<file path="src/hw/rtl/pfm_pkg.sv">
// types and character constants shared by the float-map header parser
package pfm_pkg;

  // width of the dimension and length fields on the result channel
  localparam int unsigned FIELD_BITS = 32;

  // parse phases
  typedef enum logic [3:0] {
    PH_P       = 4'd0,
    PH_F       = 4'd1,
    PH_WS1     = 4'd2,
    PH_W_FIRST = 4'd3,
    PH_W_MORE  = 4'd4,
    PH_H_FIRST = 4'd5,
    PH_H_MORE  = 4'd6,
    PH_S_START = 4'd7,
    PH_S_INT   = 4'd8,
    PH_S_FRAC  = 4'd9
  } phase_e;

  // result status codes
  typedef enum logic [2:0] {
    ST_OK         = 3'd0,
    ST_BAD_MAGIC  = 3'd1,
    ST_EARLY_END  = 3'd2,
    ST_NO_DIGIT   = 3'd3,
    ST_NO_BLANK   = 3'd4,
    ST_NO_WS      = 3'd5,
    ST_NO_SIGN    = 3'd6,
    ST_BAD_SCALE  = 3'd7
  } status_e;

  // class of the integer part of the scale seen so far
  typedef enum logic [1:0] {
    CLS_ZERO  = 2'd0,
    CLS_ONE   = 2'd1,
    CLS_LARGE = 2'd2
  } scale_cls_e;

  // characters of interest
  localparam logic [7:0] CH_P     = 8'h50;
  localparam logic [7:0] CH_F     = 8'h46;
  localparam logic [7:0] CH_CR    = 8'h0d;
  localparam logic [7:0] CH_LF    = 8'h0a;
  localparam logic [7:0] CH_TAB   = 8'h09;
  localparam logic [7:0] CH_SPACE = 8'h20;
  localparam logic [7:0] CH_MINUS = 8'h2d;
  localparam logic [7:0] CH_PLUS  = 8'h2b;
  localparam logic [7:0] CH_DOT   = 8'h2e;
  localparam logic [7:0] CH_ZERO  = 8'h30;
  localparam logic [7:0] CH_ONE   = 8'h31;
  localparam logic [7:0] CH_NINE  = 8'h39;

  // whitespace test
  function automatic logic is_ws(input logic [7:0] c);
    return (c == CH_CR) || (c == CH_LF) || (c == CH_TAB) || (c == CH_SPACE);
  endfunction

  // decimal digit test
  function automatic logic is_digit(input logic [7:0] c);
    return (c >= CH_ZERO) && (c <= CH_NINE);
  endfunction

endpackage

</file>
<file path="src/hw/rtl/pfm_header_parser_core.sv">
// float-map header parser: byte-serial header check with width, height and endianness
//
// The input channel carries one file byte per request (data_byte_i) with first_byte_i
// marking the start of a new file and last_byte_i the end of the buffer. The output
// channel carries at most one result per file: status, width, height, endianness and
// header length, or an error status with all other fields zero. After a result the
// block swallows bytes without reply until the next first_byte_i.
// Throughput is one byte per cycle unless a second result is held back by out_stall_i:
// each byte passes through an input register and one step of the parse logic (a x10
// accumulate on shifts and adds) into the result register.
// The result register lets the next byte enter while a result waits; a byte that would
// produce a second result is held in the input register while out_stall_i is high,
// and in_stall_o then rises. Bytes that produce no result keep flowing.
// Reset clears both registers' valid flags and returns the parser to waiting for 'P',
// so a stream may start without first_byte_i.
module pfm_header_parser_core #(
  parameter int unsigned DIM_BITS   = 32,
  parameter int unsigned COUNT_BITS = 32
) (
  input  logic                            clk_i,
  input  logic                            rst_ni,
  // byte channel
  input  logic                            in_valid_i,
  output logic                            in_stall_o,
  input  logic [7:0]                      data_byte_i,
  input  logic                            first_byte_i,
  input  logic                            last_byte_i,
  // result channel
  output logic                            out_valid_o,
  input  logic                            out_stall_i,
  output logic [2:0]                      status_o,
  output logic [pfm_pkg::FIELD_BITS-1:0]  image_width_o,
  output logic [pfm_pkg::FIELD_BITS-1:0]  image_height_o,
  output logic                            is_big_endian_o,
  output logic [pfm_pkg::FIELD_BITS-1:0]  header_length_o
);

  localparam logic [DIM_BITS-1:0]   DIM_MAX   = '1;
  localparam logic [COUNT_BITS-1:0] COUNT_MAX = '1;

  // input register
  logic       in_valid_q;
  logic [7:0] byte_q;
  logic       first_q;
  logic       last_q;

  // parse state
  pfm_pkg::phase_e     phase_q, phase_d;
  logic [DIM_BITS-1:0] width_q, width_d;
  logic [DIM_BITS-1:0] height_q, height_d;
  logic                neg_q, neg_d;
  pfm_pkg::scale_cls_e cls_q, cls_d;
  logic                frac_nz_q, frac_nz_d;
  logic [COUNT_BITS-1:0] bytes_q, bytes_d;
  logic                done_q, done_d;

  // result register
  logic                           out_valid_q;
  logic [2:0]                     status_q;
  logic [pfm_pkg::FIELD_BITS-1:0] width_out_q, height_out_q, length_out_q;
  logic                           big_q;

  // view of the state after an optional restart
  pfm_pkg::phase_e       phase_cur;
  logic [DIM_BITS-1:0]   width_cur, height_cur;
  logic                  neg_cur, frac_nz_cur, done_cur;
  pfm_pkg::scale_cls_e   cls_cur;
  logic [COUNT_BITS-1:0] bytes_cur, bytes_inc;

  // decision of this byte
  logic            emit;
  pfm_pkg::status_e status_sel;

  // handshake
  logic out_free, proc_go, in_load;

  // decimal accumulate
  logic [3:0]            digit;
  logic [DIM_BITS+3:0]   acc_in, acc_x10;
  logic [DIM_BITS-1:0]   acc_push;

  // result payload
  logic [2:0]                     res_status;
  logic [pfm_pkg::FIELD_BITS-1:0] res_width, res_height, res_length;
  logic                           res_big;
  logic [63:0]                    width_ext, height_ext, length_ext;

  // handshake control
  assign out_free   = !out_valid_q || !out_stall_i;
  assign proc_go    = in_valid_q && (!emit || out_free);
  assign in_load    = !in_valid_q || proc_go;
  assign in_stall_o = !in_load;

  // restart view
  always_comb begin
    phase_cur   = first_q ? pfm_pkg::PH_P : phase_q;
    width_cur   = first_q ? '0 : width_q;
    height_cur  = first_q ? '0 : height_q;
    neg_cur     = first_q ? 1'b0 : neg_q;
    cls_cur     = first_q ? pfm_pkg::CLS_ZERO : cls_q;
    frac_nz_cur = first_q ? 1'b0 : frac_nz_q;
    bytes_cur   = first_q ? '0 : bytes_q;
    done_cur    = first_q ? 1'b0 : done_q;
    bytes_inc   = (bytes_cur == COUNT_MAX) ? bytes_cur : bytes_cur + COUNT_BITS'(1);
  end

  // accumulator push: acc*10 + digit, saturating
  assign digit    = 4'(byte_q - pfm_pkg::CH_ZERO);
  assign acc_in   = (phase_cur == pfm_pkg::PH_W_FIRST || phase_cur == pfm_pkg::PH_W_MORE)
                    ? (DIM_BITS+4)'(width_cur) : (DIM_BITS+4)'(height_cur);
  assign acc_x10  = (acc_in << 3) + (acc_in << 1) + (DIM_BITS+4)'(digit);
  assign acc_push = (acc_x10 > (DIM_BITS+4)'(DIM_MAX)) ? DIM_MAX : acc_x10[DIM_BITS-1:0];

  // next state
  always_comb begin
    phase_d    = phase_cur;
    width_d    = width_cur;
    height_d   = height_cur;
    neg_d      = neg_cur;
    cls_d      = cls_cur;
    frac_nz_d  = frac_nz_cur;
    bytes_d    = bytes_cur;
    done_d     = done_cur;
    emit       = 1'b0;
    status_sel = pfm_pkg::ST_OK;
    if (!done_cur) begin
      bytes_d = bytes_inc;
      case (phase_cur)
        pfm_pkg::PH_P: begin
          if (byte_q != pfm_pkg::CH_P) begin
            emit = 1'b1; status_sel = pfm_pkg::ST_BAD_MAGIC;
          end else begin
            phase_d = pfm_pkg::PH_F;
          end
        end
        pfm_pkg::PH_F: begin
          if (byte_q != pfm_pkg::CH_F) begin
            emit = 1'b1; status_sel = pfm_pkg::ST_BAD_MAGIC;
          end else begin
            phase_d = pfm_pkg::PH_WS1;
          end
        end
        pfm_pkg::PH_WS1: begin
          if (!pfm_pkg::is_ws(byte_q)) begin
            emit = 1'b1; status_sel = pfm_pkg::ST_NO_WS;
          end else begin
            phase_d = pfm_pkg::PH_W_FIRST;
          end
        end
        pfm_pkg::PH_W_FIRST, pfm_pkg::PH_W_MORE: begin
          if (pfm_pkg::is_digit(byte_q)) begin
            width_d = acc_push;
            phase_d = pfm_pkg::PH_W_MORE;
          end else if (phase_cur == pfm_pkg::PH_W_FIRST) begin
            emit = 1'b1; status_sel = pfm_pkg::ST_NO_DIGIT;
          end else if (byte_q == pfm_pkg::CH_SPACE || byte_q == pfm_pkg::CH_LF) begin
            phase_d = pfm_pkg::PH_H_FIRST;
          end else begin
            emit = 1'b1; status_sel = pfm_pkg::ST_NO_BLANK;
          end
        end
        pfm_pkg::PH_H_FIRST, pfm_pkg::PH_H_MORE: begin
          if (pfm_pkg::is_digit(byte_q)) begin
            height_d = acc_push;
            phase_d  = pfm_pkg::PH_H_MORE;
          end else if (phase_cur == pfm_pkg::PH_H_FIRST) begin
            emit = 1'b1; status_sel = pfm_pkg::ST_NO_DIGIT;
          end else if (pfm_pkg::is_ws(byte_q)) begin
            phase_d = pfm_pkg::PH_S_START;
          end else begin
            emit = 1'b1; status_sel = pfm_pkg::ST_NO_WS;
          end
        end
        pfm_pkg::PH_S_START, pfm_pkg::PH_S_INT: begin
          if (pfm_pkg::is_digit(byte_q)) begin
            if (cls_cur == pfm_pkg::CLS_ZERO) begin
              if (byte_q == pfm_pkg::CH_ZERO) begin
                cls_d = pfm_pkg::CLS_ZERO;
              end else if (byte_q == pfm_pkg::CH_ONE) begin
                cls_d = pfm_pkg::CLS_ONE;
              end else begin
                cls_d = pfm_pkg::CLS_LARGE;
              end
            end else begin
              cls_d = pfm_pkg::CLS_LARGE;
            end
            phase_d = pfm_pkg::PH_S_INT;
          end else if (phase_cur == pfm_pkg::PH_S_START) begin
            if (byte_q == pfm_pkg::CH_MINUS || byte_q == pfm_pkg::CH_PLUS) begin
              neg_d   = (byte_q == pfm_pkg::CH_MINUS);
              phase_d = pfm_pkg::PH_S_INT;
            end else begin
              emit = 1'b1; status_sel = pfm_pkg::ST_NO_SIGN;
            end
          end else if (byte_q == pfm_pkg::CH_DOT) begin
            phase_d = pfm_pkg::PH_S_FRAC;
          end else if (pfm_pkg::is_ws(byte_q)) begin
            emit       = 1'b1;
            status_sel = (cls_cur == pfm_pkg::CLS_ONE && !frac_nz_cur)
                         ? pfm_pkg::ST_OK : pfm_pkg::ST_BAD_SCALE;
          end else begin
            emit = 1'b1; status_sel = pfm_pkg::ST_NO_WS;
          end
        end
        pfm_pkg::PH_S_FRAC: begin
          if (pfm_pkg::is_digit(byte_q)) begin
            if (byte_q != pfm_pkg::CH_ZERO) begin
              frac_nz_d = 1'b1;
            end
          end else if (pfm_pkg::is_ws(byte_q)) begin
            emit       = 1'b1;
            status_sel = (cls_cur == pfm_pkg::CLS_ONE && !frac_nz_cur)
                         ? pfm_pkg::ST_OK : pfm_pkg::ST_BAD_SCALE;
          end else begin
            emit = 1'b1; status_sel = pfm_pkg::ST_NO_WS;
          end
        end
        default: begin
          emit = 1'b1; status_sel = pfm_pkg::ST_BAD_MAGIC;
        end
      endcase
      // header unfinished at the end of the buffer
      if (!emit && last_q) begin
        emit       = 1'b1;
        status_sel = pfm_pkg::ST_EARLY_END;
      end
      if (emit) begin
        done_d = 1'b1;
      end
    end
  end

  // result payload
  always_comb begin
    width_ext  = 64'(width_cur);
    height_ext = 64'(height_cur);
    length_ext = 64'(bytes_inc);
    res_status = status_sel;
    if (status_sel == pfm_pkg::ST_OK) begin
      res_width  = width_ext[pfm_pkg::FIELD_BITS-1:0];
      res_height = height_ext[pfm_pkg::FIELD_BITS-1:0];
      res_big    = !neg_cur;
      res_length = length_ext[pfm_pkg::FIELD_BITS-1:0];
    end else begin
      res_width  = '0;
      res_height = '0;
      res_big    = 1'b0;
      res_length = '0;
    end
  end

  // input register
  always_ff @(posedge clk_i or negedge rst_ni) begin
    if (!rst_ni) begin
      in_valid_q <= 1'b0;
    end else if (in_load) begin
      in_valid_q <= in_valid_i;
    end
  end

  always_ff @(posedge clk_i) begin
    if (in_load && in_valid_i) begin
      byte_q  <= data_byte_i;
      first_q <= first_byte_i;
      last_q  <= last_byte_i;
    end
  end

  // parse state
  always_ff @(posedge clk_i or negedge rst_ni) begin
    if (!rst_ni) begin
      phase_q   <= pfm_pkg::PH_P;
      width_q   <= '0;
      height_q  <= '0;
      neg_q     <= 1'b0;
      cls_q     <= pfm_pkg::CLS_ZERO;
      frac_nz_q <= 1'b0;
      bytes_q   <= '0;
      done_q    <= 1'b0;
    end else if (proc_go) begin
      phase_q   <= phase_d;
      width_q   <= width_d;
      height_q  <= height_d;
      neg_q     <= neg_d;
      cls_q     <= cls_d;
      frac_nz_q <= frac_nz_d;
      bytes_q   <= bytes_d;
      done_q    <= done_d;
    end
  end

  // result register
  always_ff @(posedge clk_i or negedge rst_ni) begin
    if (!rst_ni) begin
      out_valid_q <= 1'b0;
    end else if (proc_go && emit) begin
      out_valid_q <= 1'b1;
    end else if (!out_stall_i) begin
      out_valid_q <= 1'b0;
    end
  end

  always_ff @(posedge clk_i) begin
    if (proc_go && emit) begin
      status_q     <= res_status;
      width_out_q  <= res_width;
      height_out_q <= res_height;
      big_q        <= res_big;
      length_out_q <= res_length;
    end
  end

  assign out_valid_o     = out_valid_q;
  assign status_o        = status_q;
  assign image_width_o   = width_out_q;
  assign image_height_o  = height_out_q;
  assign is_big_endian_o = big_q;
  assign header_length_o = length_out_q;

endmodule
</file>
<file path="config.mk">
export PLATFORM = sky130hd
export DESIGN_NAME = pfm_header_parser_core
export DESIGN_NICKNAME = d
export VERILOG_FILES = /design/src/hw/rtl/pfm_pkg.sv /design/src/hw/rtl/pfm_header_parser_core.sv
export SDC_FILE = /design/constraint.sdc
export NUM_CORES = 1
export LEC_CHECK = 0
export ABC_AREA = 1
export BUFFER_PORTS_ARGS = -buffer_cell sky130_fd_sc_hd__clkbuf_2
export CAP_MARGIN = 20
export CORE_MARGIN = 4
export CORE_UTILIZATION = 62
export CTS_BUF_LIST = sky130_fd_sc_hd__clkbuf_8 sky130_fd_sc_hd__clkbuf_16
export DETAILED_ROUTE_END_ITERATION = 16
export PLACE_DENSITY = 0.82
export RECOVER_POWER = 50
export SLEW_MARGIN = 10
export SYNTH_ARGS = -nofsm -noshare
export SYNTH_HDL_FRONTEND = slang
export SYNTH_SLANG_ARGS = --single-unit
</file>
<file path="constraint.sdc">
create_clock -name clk_i -period 8.2 [get_ports clk_i]
set_input_delay 0 -clock clk_i [delete_from_list [all_inputs] [get_ports clk_i]]
set_output_delay 0 -clock clk_i [all_outputs]
set_load 0.03 [all_outputs]
</file>
==> reports/qor.yml <==
outcome:
  status: "finished with violations"
  violations: "max-capacitance violations, max-slew violations"
setup_path:
  path_max_fanout: 84
  critPathKind: "register to register"
  r2r_start: "first_q"
  slowest_delay_ns: 1.85
  endpoint_kind: "register"
  crit_slowest_cell: "nand2_1"
  crit_path_frequent_cell: "nand2_1"
  cp.required_ns: 8.37
  r2r_end: "image_width_o[2]"
  cp.arrival_ns: 6.89
  r2r_cells: 16
  start_kind: "register"
  r2r_setup_slack_ns: 1.47
  path_cells: "buf_4 -> inv_6 -> nand2_1 -> nand2_1 -> inv_1 -> nand3_1 -> nand2_1 -> inv_1 -> nor2_1 -> nor2_1 -> nand3b_1 -> nand2_1 -> nand2_1 -> nor2_4 -> buf_4 -> buf_4"
global_routing:
  grt_pass1_wl_mm: 69.77
  antenna_found_initial: 0
  grt-ovfl-total: 0
  grt_pass1_vias: 13470
  grt_util_all_layers_pct: 32.05
  grt_start_max_net_pins: 85
floorplanning:
  num_rows: 56
  core_um2: 23610
  dieArea_um2: 26760
  start_util_pct: 63.55
  fp.dieH_um: 163.6
  io_pins: 116
  die_x_um: 163.6
pwr:
  p_leak_nw: 7.289
  powerDensity_nw_per_um2: 347.9
  peakVddDrop_mv: 0.2315
synthesis:
  synth_cells: 2094
  syn_nets: 2174
  yosysTopAreaCellShare_pct: 22.01
  ys_warn_count: 0
  synthArstFlopShare_pct: 49.31
  synth_edf_count: 110
  synth_cell_types: 41
  ys_seq_elements: 217
  yosys-top-cells-area: "edfxtp_1 (22%), dfrtp_1 (18%), nand2_1 (13%)"
  yosysSeqAreaShare_pct: 39.85
  syn_area_um2: 15010
  synth_ff_type: "edfxtp_1"
  syn_avg_cell_area_um2: 7.167
  synth_top_area_cell: "edfxtp_1"
place:
  hpwl_mm: 29.85
  dp.cells: 2447
  io_buffers: 115
  place.gp.congestion: 0.9383
layout:
  utilization_pct: 69.43
  most-common-layout-cells: "nand2_1 (530), nor2_1 (421), inv_1 (197)"
  layout_commonest_cell: "nand2_1"
  synthToLayoutAreaGrowth_pct: 9.246
  finalNetCount: 2249
  drive_above_1_share_pct: 6.996
  instances_no_fill: 2506
  diodes: 0
clock_network:
  cts_buffers: 24
  cts_tree: "done"
  clock_path_buffers: 3
  cts_setup_buffers: 0
  cts.root.buffer_cell: "clkbuf_16"
  cts-hold-fix-buffers: 13
  cts_resized: 0
  clk_pin_slew_ns: 0.06
  htreeDepth: 1
  clkLatencyLatePin_ns: 0.54
  clock-sinks: 217
sta:
  grt_setup_unrepaired: "no"
  tightest_slew_ns: 3.456
  tns_ns: 0
  finalCritPeriodShare_pct: 82.02
  slew_violations: 251
  relSlewSlack_pct: -130.9
  hold_ws_ns: 0.2009
  finalSetupViolations: 0
  period_minus_slack_ns: 6.725
  fin_worst_skew_ns: 0.03312
  clock.fmax_mhz: 148.7
  finalHoldViolations: 0
routing:
  dr.pass1.iters: 6
  drc_errors: 0
  wl_per_cell_um: 17.10
  viasPerCell: 5.744
  postRouteAntennaNets: 0
  drt_iter0_drc: 1629
  routed_wl_mm: 42.84
  via_count: 14390
hold_path:
  min_path_type: "input port to register"
  worstHoldPathCells: 2
  hold_end: "byte_q[3]"
  hold_start: "data_byte_i[3]"
job:
  maxCapViolations: 4
[where the power goes]
group | leakage (nW) | switching, W | internal (W)
Combinational | 4.48 | 0.00213 | 0.000792
Sequential | 2.41 | 0.000177 | 0.00155
Clock | 0.402 | 0.000457 | 0.000597
[state kept, by name, summed over array words and instances, names as in the netlist, 2 cells and up]
signal           cells
height_q            32
byte_q               8
image_height_o      32
status_o             3
image_width_o       32
bytes_q             32
phase_q              4
header_length_o     32
width_q             32
cls_q                2
[area by class of cell]
cell class / count / area, um2
Fill cell: 2095 / 7218
Multi-Input combinational cell: 1574 / 7717
Clock inverter: 17 / 128.9
Timing Repair Buffer: 146 / 748.2
Sequential cell: 217 / 5981
Tap cell: 319 / 399.1
Inverter: 206 / 778.2
Clock buffer: 27 / 641.9
[per-layer routing]
metal / track usage, % / part of all wire (%) / vias up
met5: 0 / 0 / -
met4: 7.968 / 2.4 / 0
met2: 51.02 / 45 / 781
li1: - / - / 6968
met3: 4.466 / 9.6 / 97
met1: 46.65 / 43 / 6548
[worst max-delay path by stage]
stage          startpoint            endpoint  depth (start not counted)
2_1_floorplan   byte_q[3]  header_length_o[0]                         14
3_3_place_gp      first_q          width_q[4]                         27
3_5_place_dp      first_q         width_q[26]                         27
4_1_cts           first_q         width_q[20]                         27
5_1_grt           first_q  image_height_o[29]                         16
6_report          first_q    image_width_o[2]                         16
[critical path, delay by kind of cell, from the launching register on]
kind	cells	cell delay, ns
buffers and inverters	6	2.16
flip-flops	1	0.35
AND/OR/NAND/NOR	10	3.78
[cells in the mapped netlist, types with 4 or more instances]
| cell type | instances |
|---|---|
| o21bai_1 | 7 |
| and2_1 | 4 |
| nand3_1 | 87 |
| edfxtp_1 | 110 |
| buf_1 | 4 |
| inv_1 | 194 |
| buf_6 | 14 |
| nand3b_1 | 8 |
| or2_2 | 7 |
| nand4_1 | 75 |
| o21ai_1 | 29 |
| dfrtp_1 | 107 |
| inv_2 | 11 |
| nor3_1 | 26 |
| a21oi_1 | 127 |
| o211ai_1 | 4 |
| xor2_1 | 17 |
| clkbuf_1 | 43 |
| buf_4 | 9 |
| ha_1 | 64 |
| nand2_2 | 10 |
| nor2_2 | 17 |
| nand2_1 | 527 |
| a21oi_2 | 32 |
| nor2_1 | 424 |
| xnor2_1 | 24 |
| o21ai_0 | 66 |
| buf_2 | 27 |
[logic make-up after synthesis]
family | share of synthesized area (%)
xor gates and xnor gates | 2.393
DFF | 39.85
AOI/OAI and AO/OA | 10.15
adders and majority gates | 5.603
buffers and inverters | 8.763
and+or+nand+nor | 33.24
[through the flow]
stage	power (W)	worst slack, ns	cell area (um2)
after floorplan	0.003905	1.646	15010
after global placement	0.004539	2.409	15600
after detailed placement	0.004602	2.215	15600
after CTS	0.005672	2.230	16500
after global routing	0.006071	0.9746	16390
final	0.005704	1.475	16390
Power figures use the tool's default switching activity.
